--- src/rtl/rsc_pkg.sv ---
`timescale 1ns / 1ps
// ----------------------------------------------------------------------------
// rsc_pkg
// Shared types and constants of the RPN stack calculator: request and result
// payloads, opcodes, status codes, controller states and command signals.
// ----------------------------------------------------------------------------
package rsc_pkg;

  localparam int DATA_WIDTH  = 32;
  localparam int STACK_DEPTH = 64;
  localparam int PTR_W       = $clog2(STACK_DEPTH + 1);
  localparam int ADDR_W      = $clog2(STACK_DEPTH);
  localparam int CNT_W       = $clog2(DATA_WIDTH);

  typedef enum logic [2:0] {
    OP_PUSH = 3'd0,
    OP_DROP = 3'd1,
    OP_ADD  = 3'd2,
    OP_SUB  = 3'd3,
    OP_MUL  = 3'd4,
    OP_DIV  = 3'd5
  } opcode_e;

  typedef enum logic [1:0] {
    STS_OK        = 2'd0,
    STS_UNDERFLOW = 2'd1,
    STS_DIV_ZERO  = 2'd2,
    STS_FULL      = 2'd3
  } status_e;

  typedef struct packed {
    logic [2:0]         opcode;
    logic signed [31:0] push_value;
  } req_t;

  typedef struct packed {
    logic [1:0]         status;
    logic signed [31:0] op_result;
    logic [6:0]         stack_depth;
  } rsp_t;

  typedef enum logic [2:0] {
    ST_IDLE,
    ST_DECODE,
    ST_READ,
    ST_EXEC,
    ST_DIVIDE
  } state_e;

  typedef enum logic [3:0] {
    CMD_NONE,
    CMD_LOAD,
    CMD_PUSH,
    CMD_DROP,
    CMD_NOP,
    CMD_ERROR,
    CMD_READ_A,
    CMD_READ_B,
    CMD_ARITH,
    CMD_DIV_ZERO,
    CMD_DIV_START,
    CMD_DIV_WB
  } cmd_e;

  typedef struct packed {
    cmd_e    cmd;
    status_e status;
  } ctrl_cmd_t;

  typedef struct packed {
    logic [2:0] opcode;
    logic       sp_zero;
    logic       sp_full;
    logic       sp_lt2;
    logic       b_zero;
    logic       div_done;
  } dp_status_t;

endpackage

--- src/rtl/rsc_divider.sv ---
`timescale 1ns / 1ps
// ----------------------------------------------------------------------------
// rsc_divider
// Iterative signed divider, one quotient bit per cycle on the magnitudes,
// truncating toward zero. done_o pulses once the quotient is ready.
// ----------------------------------------------------------------------------
module rsc_divider (
  input  logic                            clk_i,
  input  logic                            rst_ni,
  input  logic                            start_i,
  input  logic [rsc_pkg::DATA_WIDTH-1:0]  dividend_i,
  input  logic [rsc_pkg::DATA_WIDTH-1:0]  divisor_i,
  output logic                            done_o,
  output logic [rsc_pkg::DATA_WIDTH-1:0]  quotient_o
);
  import rsc_pkg::*;

  localparam logic [CNT_W-1:0] LAST = CNT_W'(DATA_WIDTH - 1);

  logic                  busy_q;
  logic                  done_q;
  logic [CNT_W-1:0]      cnt_q;
  logic [DATA_WIDTH-1:0] rem_q, rem_d;
  logic [DATA_WIDTH-1:0] quo_q, quo_d;
  logic [DATA_WIDTH-1:0] dvs_q;
  logic                  neg_q;
  logic [DATA_WIDTH-1:0] mag_a, mag_b;
  logic [DATA_WIDTH:0]   shifted, diff;

  assign mag_a = dividend_i[DATA_WIDTH-1] ? (DATA_WIDTH'(0) - dividend_i) : dividend_i;
  assign mag_b = divisor_i[DATA_WIDTH-1]  ? (DATA_WIDTH'(0) - divisor_i)  : divisor_i;

  // restoring step: bring in the next dividend bit and try the subtract
  always_comb begin
    shifted = {rem_q, quo_q[DATA_WIDTH-1]};
    diff    = shifted - {1'b0, dvs_q};
    if (!diff[DATA_WIDTH]) begin
      rem_d = diff[DATA_WIDTH-1:0];
      quo_d = {quo_q[DATA_WIDTH-2:0], 1'b1};
    end else begin
      rem_d = shifted[DATA_WIDTH-1:0];
      quo_d = {quo_q[DATA_WIDTH-2:0], 1'b0};
    end
  end

  always_ff @(posedge clk_i or negedge rst_ni) begin
    if (!rst_ni) begin
      busy_q <= 1'b0;
      done_q <= 1'b0;
      cnt_q  <= '0;
    end else begin
      done_q <= 1'b0;
      if (start_i) begin
        busy_q <= 1'b1;
        cnt_q  <= '0;
      end else if (busy_q) begin
        cnt_q <= cnt_q + 1'b1;
        if (cnt_q == LAST) begin
          busy_q <= 1'b0;
          done_q <= 1'b1;
        end
      end
    end
  end

  always_ff @(posedge clk_i) begin
    if (start_i) begin
      rem_q <= '0;
      quo_q <= mag_a;
      dvs_q <= mag_b;
      neg_q <= dividend_i[DATA_WIDTH-1] ^ divisor_i[DATA_WIDTH-1];
    end else if (busy_q) begin
      rem_q <= rem_d;
      quo_q <= quo_d;
    end
  end

  assign done_o     = done_q;
  assign quotient_o = neg_q ? (DATA_WIDTH'(0) - quo_q) : quo_q;

endmodule

--- src/rtl/rsc_datapath.sv ---
`timescale 1ns / 1ps
// ----------------------------------------------------------------------------
// rsc_datapath
// Stack memory, stack pointer, operand registers, arithmetic unit, divider
// and the registered result; acts on one command from the controller a cycle.
// ----------------------------------------------------------------------------
module rsc_datapath (
  input  logic                clk_i,
  input  logic                rst_ni,
  input  rsc_pkg::req_t       req_i,
  input  rsc_pkg::ctrl_cmd_t  cmd_i,
  output rsc_pkg::dp_status_t status_o,
  output logic                result_valid_o,
  output rsc_pkg::rsp_t       result_o
);
  import rsc_pkg::*;

  logic [DATA_WIDTH-1:0] mem [STACK_DEPTH];
  logic [DATA_WIDTH-1:0] rdata_q;
  logic [DATA_WIDTH-1:0] a_q;
  req_t                  req_q;
  logic [PTR_W-1:0]      sp_q, sp_d;
  logic [PTR_W-1:0]      sp_m1, sp_m2;
  logic                  rd_en;
  logic [ADDR_W-1:0]     raddr;
  logic                  we;
  logic [ADDR_W-1:0]     waddr;
  logic [DATA_WIDTH-1:0] wdata;
  logic [DATA_WIDTH-1:0] arith_res;
  logic                  div_start, div_done;
  logic [DATA_WIDTH-1:0] div_quot;
  logic                  respond;
  status_e               rsp_status;
  logic [DATA_WIDTH-1:0] rsp_value;
  logic                  out_valid_q;
  rsp_t                  out_q;

  assign sp_m1 = sp_q - PTR_W'(1);
  assign sp_m2 = sp_q - PTR_W'(2);

  // b is the second entry, in rdata_q once both reads are done
  always_comb begin
    case (req_q.opcode)
      OP_ADD:  arith_res = a_q + rdata_q;
      OP_SUB:  arith_res = a_q - rdata_q;
      OP_MUL:  arith_res = a_q * rdata_q;
      default: arith_res = '0;
    endcase
  end

  always_comb begin
    sp_d       = sp_q;
    rd_en      = 1'b0;
    raddr      = sp_m1[ADDR_W-1:0];
    we         = 1'b0;
    waddr      = sp_m2[ADDR_W-1:0];
    wdata      = arith_res;
    div_start  = 1'b0;
    respond    = 1'b0;
    rsp_status = STS_OK;
    rsp_value  = '0;
    case (cmd_i.cmd)
      CMD_PUSH: begin
        we      = 1'b1;
        waddr   = sp_q[ADDR_W-1:0];
        wdata   = DATA_WIDTH'(req_q.push_value);
        sp_d    = sp_q + PTR_W'(1);
        respond = 1'b1;
      end
      CMD_DROP: begin
        sp_d    = sp_m1;
        respond = 1'b1;
      end
      CMD_NOP: begin
        respond = 1'b1;
      end
      CMD_ERROR: begin
        respond    = 1'b1;
        rsp_status = cmd_i.status;
      end
      CMD_READ_A: begin
        rd_en = 1'b1;
      end
      CMD_READ_B: begin
        rd_en = 1'b1;
        raddr = sp_m2[ADDR_W-1:0];
      end
      CMD_ARITH: begin
        we        = 1'b1;
        sp_d      = sp_m1;
        respond   = 1'b1;
        rsp_value = arith_res;
      end
      CMD_DIV_ZERO: begin
        sp_d       = sp_m2;
        respond    = 1'b1;
        rsp_status = STS_DIV_ZERO;
      end
      CMD_DIV_START: begin
        div_start = 1'b1;
      end
      CMD_DIV_WB: begin
        we        = 1'b1;
        wdata     = div_quot;
        sp_d      = sp_m1;
        respond   = 1'b1;
        rsp_value = div_quot;
      end
      default: ;
    endcase
  end

  always_ff @(posedge clk_i) begin
    if (we) begin
      mem[waddr] <= wdata;
    end
    if (rd_en) begin
      rdata_q <= mem[raddr];
    end
  end

  always_ff @(posedge clk_i) begin
    if (cmd_i.cmd == CMD_LOAD) begin
      req_q <= req_i;
    end
    if (cmd_i.cmd == CMD_READ_B) begin
      a_q <= rdata_q;
    end
    if (respond) begin
      out_q.status      <= rsp_status;
      out_q.op_result   <= rsp_value;
      out_q.stack_depth <= sp_d;
    end
  end

  always_ff @(posedge clk_i or negedge rst_ni) begin
    if (!rst_ni) begin
      sp_q        <= '0;
      out_valid_q <= 1'b0;
    end else begin
      sp_q        <= sp_d;
      out_valid_q <= respond;
    end
  end

  rsc_divider u_divider (
    .clk_i      (clk_i),
    .rst_ni     (rst_ni),
    .start_i    (div_start),
    .dividend_i (a_q),
    .divisor_i  (rdata_q),
    .done_o     (div_done),
    .quotient_o (div_quot)
  );

  assign status_o.opcode   = req_q.opcode;
  assign status_o.sp_zero  = (sp_q == '0);
  assign status_o.sp_full  = (sp_q >= PTR_W'(STACK_DEPTH));
  assign status_o.sp_lt2   = (sp_q < PTR_W'(2));
  assign status_o.b_zero   = (rdata_q == '0);
  assign status_o.div_done = div_done;

  assign result_valid_o = out_valid_q;
  assign result_o       = out_q;

endmodule

--- src/rtl/rsc_controller.sv ---
`timescale 1ns / 1ps
// ----------------------------------------------------------------------------
// rsc_controller
// Sequencer of the calculator: takes a request, checks the stack, steps the
// datapath through operand reads, execution and division.
// ----------------------------------------------------------------------------
module rsc_controller (
  input  logic                clk_i,
  input  logic                rst_ni,
  input  logic                start,
  output logic                busy,
  input  rsc_pkg::dp_status_t status_i,
  output rsc_pkg::ctrl_cmd_t  cmd_o
);
  import rsc_pkg::*;

  state_e state_q, state_d;

  always_ff @(posedge clk_i or negedge rst_ni) begin
    if (!rst_ni) begin
      state_q <= ST_IDLE;
    end else begin
      state_q <= state_d;
    end
  end

  always_comb begin
    state_d = state_q;
    case (state_q)
      ST_IDLE: begin
        if (start) begin
          state_d = ST_DECODE;
        end
      end
      ST_DECODE: begin
        state_d = ST_IDLE;
        if (status_i.opcode inside {OP_ADD, OP_SUB, OP_MUL, OP_DIV} && !status_i.sp_lt2) begin
          state_d = ST_READ;
        end
      end
      ST_READ: state_d = ST_EXEC;
      ST_EXEC: begin
        state_d = ST_IDLE;
        if (status_i.opcode == OP_DIV && !status_i.b_zero) begin
          state_d = ST_DIVIDE;
        end
      end
      ST_DIVIDE: begin
        if (status_i.div_done) begin
          state_d = ST_IDLE;
        end
      end
      default: state_d = ST_IDLE;
    endcase
  end

  always_comb begin
    cmd_o.cmd    = CMD_NONE;
    cmd_o.status = STS_OK;
    case (state_q)
      ST_IDLE: begin
        if (start) begin
          cmd_o.cmd = CMD_LOAD;
        end
      end
      ST_DECODE: begin
        case (status_i.opcode)
          OP_PUSH: begin
            if (status_i.sp_full) begin
              cmd_o.cmd    = CMD_ERROR;
              cmd_o.status = STS_FULL;
            end else begin
              cmd_o.cmd = CMD_PUSH;
            end
          end
          OP_DROP: begin
            if (status_i.sp_zero) begin
              cmd_o.cmd    = CMD_ERROR;
              cmd_o.status = STS_UNDERFLOW;
            end else begin
              cmd_o.cmd = CMD_DROP;
            end
          end
          OP_ADD, OP_SUB, OP_MUL, OP_DIV: begin
            if (status_i.sp_lt2) begin
              cmd_o.cmd    = CMD_ERROR;
              cmd_o.status = STS_UNDERFLOW;
            end else begin
              cmd_o.cmd = CMD_READ_A;
            end
          end
          default: cmd_o.cmd = CMD_NOP;
        endcase
      end
      ST_READ: cmd_o.cmd = CMD_READ_B;
      ST_EXEC: begin
        if (status_i.opcode != OP_DIV) begin
          cmd_o.cmd = CMD_ARITH;
        end else if (status_i.b_zero) begin
          cmd_o.cmd = CMD_DIV_ZERO;
        end else begin
          cmd_o.cmd = CMD_DIV_START;
        end
      end
      ST_DIVIDE: begin
        if (status_i.div_done) begin
          cmd_o.cmd = CMD_DIV_WB;
        end
      end
      default: cmd_o.cmd = CMD_NONE;
    endcase
  end

  assign busy = (state_q != ST_IDLE);

endmodule

--- src/rtl/rpn_stack_calculator.sv ---
`timescale 1ns / 1ps
// ----------------------------------------------------------------------------
// rpn_stack_calculator
// Integer reverse-Polish calculator on a 64-entry stack of 32-bit values.
// ----------------------------------------------------------------------------
// Usage:
//   A request (opcode, push_value) is taken on a rising edge with start high
//   and busy low. Every request gives exactly one result on result_o, marked
//   by result_valid_o for a single cycle; the receiver cannot stall it, so it
//   must take the result in that cycle.
//   From the accepting edge to the result strobe, each request passes through:
//     push, drop, unused opcodes and stack errors: the decode state
//     add, subtract, multiply and divide by zero: decode, read and execute
//     divide: decode, read, execute and the one-bit-per-cycle divider (32 steps)
//   busy drops in the cycle the strobe rises, so the next request can be issued
//   while the result is strobed; the stack memory port (one read per operand)
//   and the divider set how long each request takes.
//   Reset clears the stack pointer, the sequencer and the result strobe; the
//   stack memory itself is not cleared and needs no clearing pass.
// ----------------------------------------------------------------------------
module rpn_stack_calculator (
  input  logic          clk_i,
  input  logic          rst_ni,
  input  logic          start,
  output logic          busy,
  input  rsc_pkg::req_t req_i,
  output logic          result_valid_o,
  output rsc_pkg::rsp_t result_o
);
  import rsc_pkg::*;

  ctrl_cmd_t  ctrl_cmd;
  dp_status_t dp_status;

  rsc_controller u_controller (
    .clk_i    (clk_i),
    .rst_ni   (rst_ni),
    .start    (start),
    .busy     (busy),
    .status_i (dp_status),
    .cmd_o    (ctrl_cmd)
  );

  rsc_datapath u_datapath (
    .clk_i          (clk_i),
    .rst_ni         (rst_ni),
    .req_i          (req_i),
    .cmd_i          (ctrl_cmd),
    .status_o       (dp_status),
    .result_valid_o (result_valid_o),
    .result_o       (result_o)
  );

endmodule

--- config.mk ---
export PLATFORM = sky130hd
export DESIGN_NAME = rpn_stack_calculator
export DESIGN_NICKNAME = d
export VERILOG_FILES = /design/src/rtl/rsc_pkg.sv /design/src/rtl/rsc_divider.sv /design/src/rtl/rsc_datapath.sv /design/src/rtl/rsc_controller.sv /design/src/rtl/rpn_stack_calculator.sv
export SDC_FILE = /design/constraint.sdc
export NUM_CORES = 2
export LEC_CHECK = 0
export BUFFER_PORTS_ARGS = -buffer_cell sky130_fd_sc_hd__buf_2
export CORE_UTILIZATION = 29
export DETAILED_ROUTE_END_ITERATION = 10
export MAX_ROUTING_LAYER = met4
export PLACE_DENSITY = 0.44
export SLEW_MARGIN = 15
export SYNTH_ARGS = -nofsm -noshare
export SYNTH_HDL_FRONTEND = slang
export SYNTH_SLANG_ARGS = --single-unit
--- constraint.sdc ---
create_clock -name clk_i -period 12.2 [get_ports clk_i]
set_input_delay 1.83 -clock clk_i [delete_from_list [all_inputs] [get_ports clk_i]]
set_output_delay 1.83 -clock clk_i [all_outputs]
set_load 0.05 [all_outputs]
==> impl_metrics.csv <==
group,metric,value,unit
synth,synth-warning-count,0,
global_routing,initial_antenna_violation_count,21,
route,vias_per_cell,5.32,
cts,cts-hold-fix-buffers,0,
cts,cts-htree-levels,5,
global_routing,grt_first_pass_wirelength,529,mm
cts,clock_latency,0.93,ns
cts,clock_tree_root,"clkbuf_16",
route,detailedRoute.firstPassIterationCount,5,
synth,yosys_most_used_dff,"edfxtp_1",
run_status,result_of_the_run,"complete, no violations",
placement,dp_hpwl,221,mm
timing,clock-skew-final,0.102,ns
worst_setup_path,worst_r2r_startpoint,"u_datapath.a_q[3]",
synth,syn_inst,7599,
flow_run,max-cap-violations,0,
synth,post_synth.cell_area_avg,13.9,sq um
timing,accumulated_negative_setup_slack,0,ns
worst_setup_path,critical_path.startpoint,"u_datapath.a_q[3]",
worst_setup_path,crit_slowest_cell,"edfxtp_1",
synth,synth_edf_count,2253,
route,drt.antenna.violating_nets,0,
worst_setup_path,reg2reg_slack,2.80,ns
synth,syn_nets,8247,
die,core,363000,sq um
timing,finalHoldViolCount,0,
placement,dpl_cell_area,113000,sq um
timing,final.period_utilization,0.771,
timing,time_the_worst_path_needs_with_i_o_delays_and_setup,9.40,ns
global_routing,grt_overall_usage,0.208,
route,drt_first_iter_violations,6631,
worst_setup_path,worstSetupStartpointType,"flop",
finish,flow.area_growth_from_synthesis,14.8,%
worst_setup_path,crit_cells,26,
timing,fmax,0.106,GHz
die,num_rows,221,
global_routing,grt_overflow_total,0,
finish,stdcell_area,121000,sq um
die,start_util,0.292,
worst_setup_path,cp_num_buf_inv,6,
worst_setup_path,biggest_fanout_along_the_worst_timing_path,40,
synth,synth_async_sr_flop_share,0.00782,
worst_setup_path,critical_path_required,12.81,ns
route,dr_vias,67800,
worst_setup_path,cell_family_with_most_cp_delay,"adder cells",
worst_hold_path,hold_class,"reg -> reg",
cts,clock_edge_transition_at_the_registers_on_the_reported_setup_and_hold_paths,0.06,ns
worst_setup_path,timing.critical_path.to_type,"flop",
timing,max-slew-margin-rel,0.171,
cts,cts_tree,"done",
worst_setup_path,max_incr_delay_on_cp,0.99,ns
timing,setup_viol,0,
synth,yosysUniqueCellTypes,89,
cts,clock_sink_count,2303,
timing,worst_slew_pin_slew,1.23,ns
synth,synth.ff_latch_count,2303,
worst_setup_path,cp_common_cell,"fa_1",
route,wl_per_cell,29.6,um
finish,layout_net_count,8379,
die,total_die_area,367000,sq um
cts,clock_buffers_created_by_tritoncts,265,
finish,drive_above_1_share,0.104,
die,fp.dieH,606,um
timing,final_max_slew_viol_count,0,
die,chipWidth,606,um
synth,syn_area,106000,sq um
route,remaining_design_rule_violation_count,0,
synth,synth_sequential_area_ratio,0.650,
placement,port-buffer-count,80,
placement,place_congestion,0.880,
worst_setup_path,worst-endpoint-arrival,10.01,ns
global_routing,grt_pass1_vias,68200,
finish,n_fill_cell,35600,
route,route.final.wire_length,377,mm
worst_setup_path,crit-reg2reg-capture,"u_datapath.mem[43][20]",
cts,cts_max_path_buffers,4,
worst_setup_path,reg2reg_depth,26,
timing,rsz_0062_raised_after_global_routing,"false",
worst_setup_path,critPathCapture,"u_datapath.mem[43][20]",
die,num_ports,81,
cts,post_cts_buffers,0,
cts,cts_repair_resize_count,0,
global_routing,pin_count_of_the_biggest_net_entering_global_routing,95,
worst_setup_path,timing_worst_setup_path_type,"reg -> reg",
[layer usage]
layer | wire length [um] | part of all wire | vias to the layer above | track usage
li1 | - | - | 29000 | -
met4 | 10400 | 0.028 | 0 | 0.0557
met5 | 0 | 0 | - | -
met2 | 183000 | 0.48 | 2215 | 0.342
met1 | 163000 | 0.43 | 36100 | 0.273
met3 | 20900 | 0.055 | 487 | 0.0213
[layout by cell type, fill, tap and decap left out, drive strengths merged, types with 13 or more instances in the layout]
cell / synthesis / final
a31oi: 16 / 16
mux2i: 13 / 13
o21a: 16 / 16
a22oi: 15 / 15
or3: 68 / 68
xnor2: 153 / 153
nor4: 108 / 108
o221ai: 69 / 69
o31ai: 43 / 43
fa: 410 / 410
inv: 441 / 456
dfxtp: 32 / 32
xor2: 109 / 109
nand3: 43 / 43
bufinv: 0 / 17
o21ai: 243 / 243
o22ai: 801 / 801
edfxtp: 2253 / 2253
and2: 320 / 320
or4: 121 / 121
o41ai: 13 / 13
and3: 18 / 18
a21o: 54 / 54
diode: 0 / 14
a21oi: 196 / 196
clkinv: 3 / 115
o22a: 104 / 104
ha: 200 / 200
nand4: 34 / 34
buf: 179 / 329
nor2: 438 / 438
nand2: 399 / 399
nand2b: 40 / 40
nor2b: 22 / 22
nor3: 179 / 179
clkbuf: 285 / 324
dfrtp: 18 / 18
o211ai: 21 / 21
[cell type report]
class | instances | area, sq um | area share
antenna | 14 | 35.0 | 0.000289
clock buffer | 324 | 6940 | 0.0571
clock inverter | 151 | 1390 | 0.0115
inverter | 444 | 1670 | 0.0137
multi-input combinational | 4388 | 34200 | 0.282
sequential | 2303 | 68700 | 0.566
tap | 4794 | 6000 | 0.0494
timing repair buffer | 329 | 2450 | 0.0202
[stage by stage]
stage | instances | setup WS [ns] | hold WS, ns | util
2_1_floorplan | 7599 | 1.85 | 0.421 | -
3_3_place_gp | 12300 | 2.96 | 0.479 | 0.312
3_5_place_dp | 12300 | 2.95 | 0.485 | 0.312
4_1_cts | 12700 | 2.88 | 0.492 | 0.335
5_1_grt | 12700 | 2.51 | 0.530 | 0.335
6_report | 12700 | 2.80 | 0.492 | 0.335
[logic make-up (layout without fill, tap and decap cells)]
logic type,after synthesis,count (layout),share of synthesized area
flip-flops,2303,2303,0.650
AND/OR/NAND/NOR,1828,1828,0.0889
AO/OA/AOI/OAI,1670,1670,0.102
buffers and inverters,908,1248,0.0346
adder cells (fa/ha/maj),610,610,0.101
XOR/XNOR,262,262,0.0217
multiplexers,18,18,0.00187
other,0,14,0
[worst register-to-register path: cells and delay by family, from the launching register on]
| family | cells | cell delay (ns) |
|---|---|---|
| flip-flops | 1 | 0.99 |
| AO/OA/AOI/OAI | 9 | 3.07 |
| adder cells (fa/ha/maj) | 9 | 3.41 |
| AND/OR/NAND/NOR | 1 | 0.20 |
| XOR/XNOR | 1 | 0.22 |
| buffers and inverters | 6 | 1.20 |
[sequential cells by signal (all words and copies together) (netlist names), 5 cells and up]
| signal | count |
|---|---|
| u_datapath.u_divider.dvs_q | 32 |
| u_datapath.result_o | 41 |
| u_datapath.u_divider.cnt_q | 5 |
| u_datapath.req_q | 32 |
| u_datapath.sp_q | 7 |
| u_datapath.rdata_q | 32 |
| u_datapath.mem | 2048 |
| u_datapath.u_divider.quo_q | 32 |
| u_datapath.a_q | 32 |
| u_datapath.u_divider.rem_q | 32 |
[cells in the mapped netlist, types with 69 or more instances]
cell / count / area [sq um]
xnor2_1: 153 / 1340
edfxtp_1: 2253 / 67700
and2_1: 320 / 2000
o221ai_1: 69 / 604
inv_1: 440 / 1650
fa_1: 410 / 8210
xor2_1: 109 / 955
o22ai_1: 801 / 5010
nor3_1: 177 / 886
buf_2: 106 / 531
o21ai_0: 237 / 1190
or4_1: 120 / 901
a21oi_1: 196 / 981
ha_1: 200 / 2500
clkbuf_1: 285 / 1070
o22a_1: 104 / 911
nand2_1: 397 / 1490
nor4_1: 104 / 651
nor2_1: 438 / 1640
[worst min path at each step]
stage	from	slack [ns]	endpoint	cells past startpoint
after floorplan	u_datapath.rdata_q[18]	0.42	u_datapath.a_q[18]	0
after global placement	u_datapath.u_divider.rem_q[29]	0.48	u_datapath.u_divider.rem_q[29]	2
after detailed placement	u_datapath.u_divider.rem_q[29]	0.48	u_datapath.u_divider.rem_q[29]	2
after CTS	u_datapath.u_divider.rem_q[29]	0.49	u_datapath.u_divider.rem_q[29]	2
after global routing	u_datapath.u_divider.rem_q[29]	0.53	u_datapath.u_divider.rem_q[29]	2
final	u_datapath.u_divider.rem_q[29]	0.49	u_datapath.u_divider.rem_q[29]	2
Power is left out: the tool's default activity adds up to more than one toggle a clock period on the data nets, which glitch-free logic cannot reach.
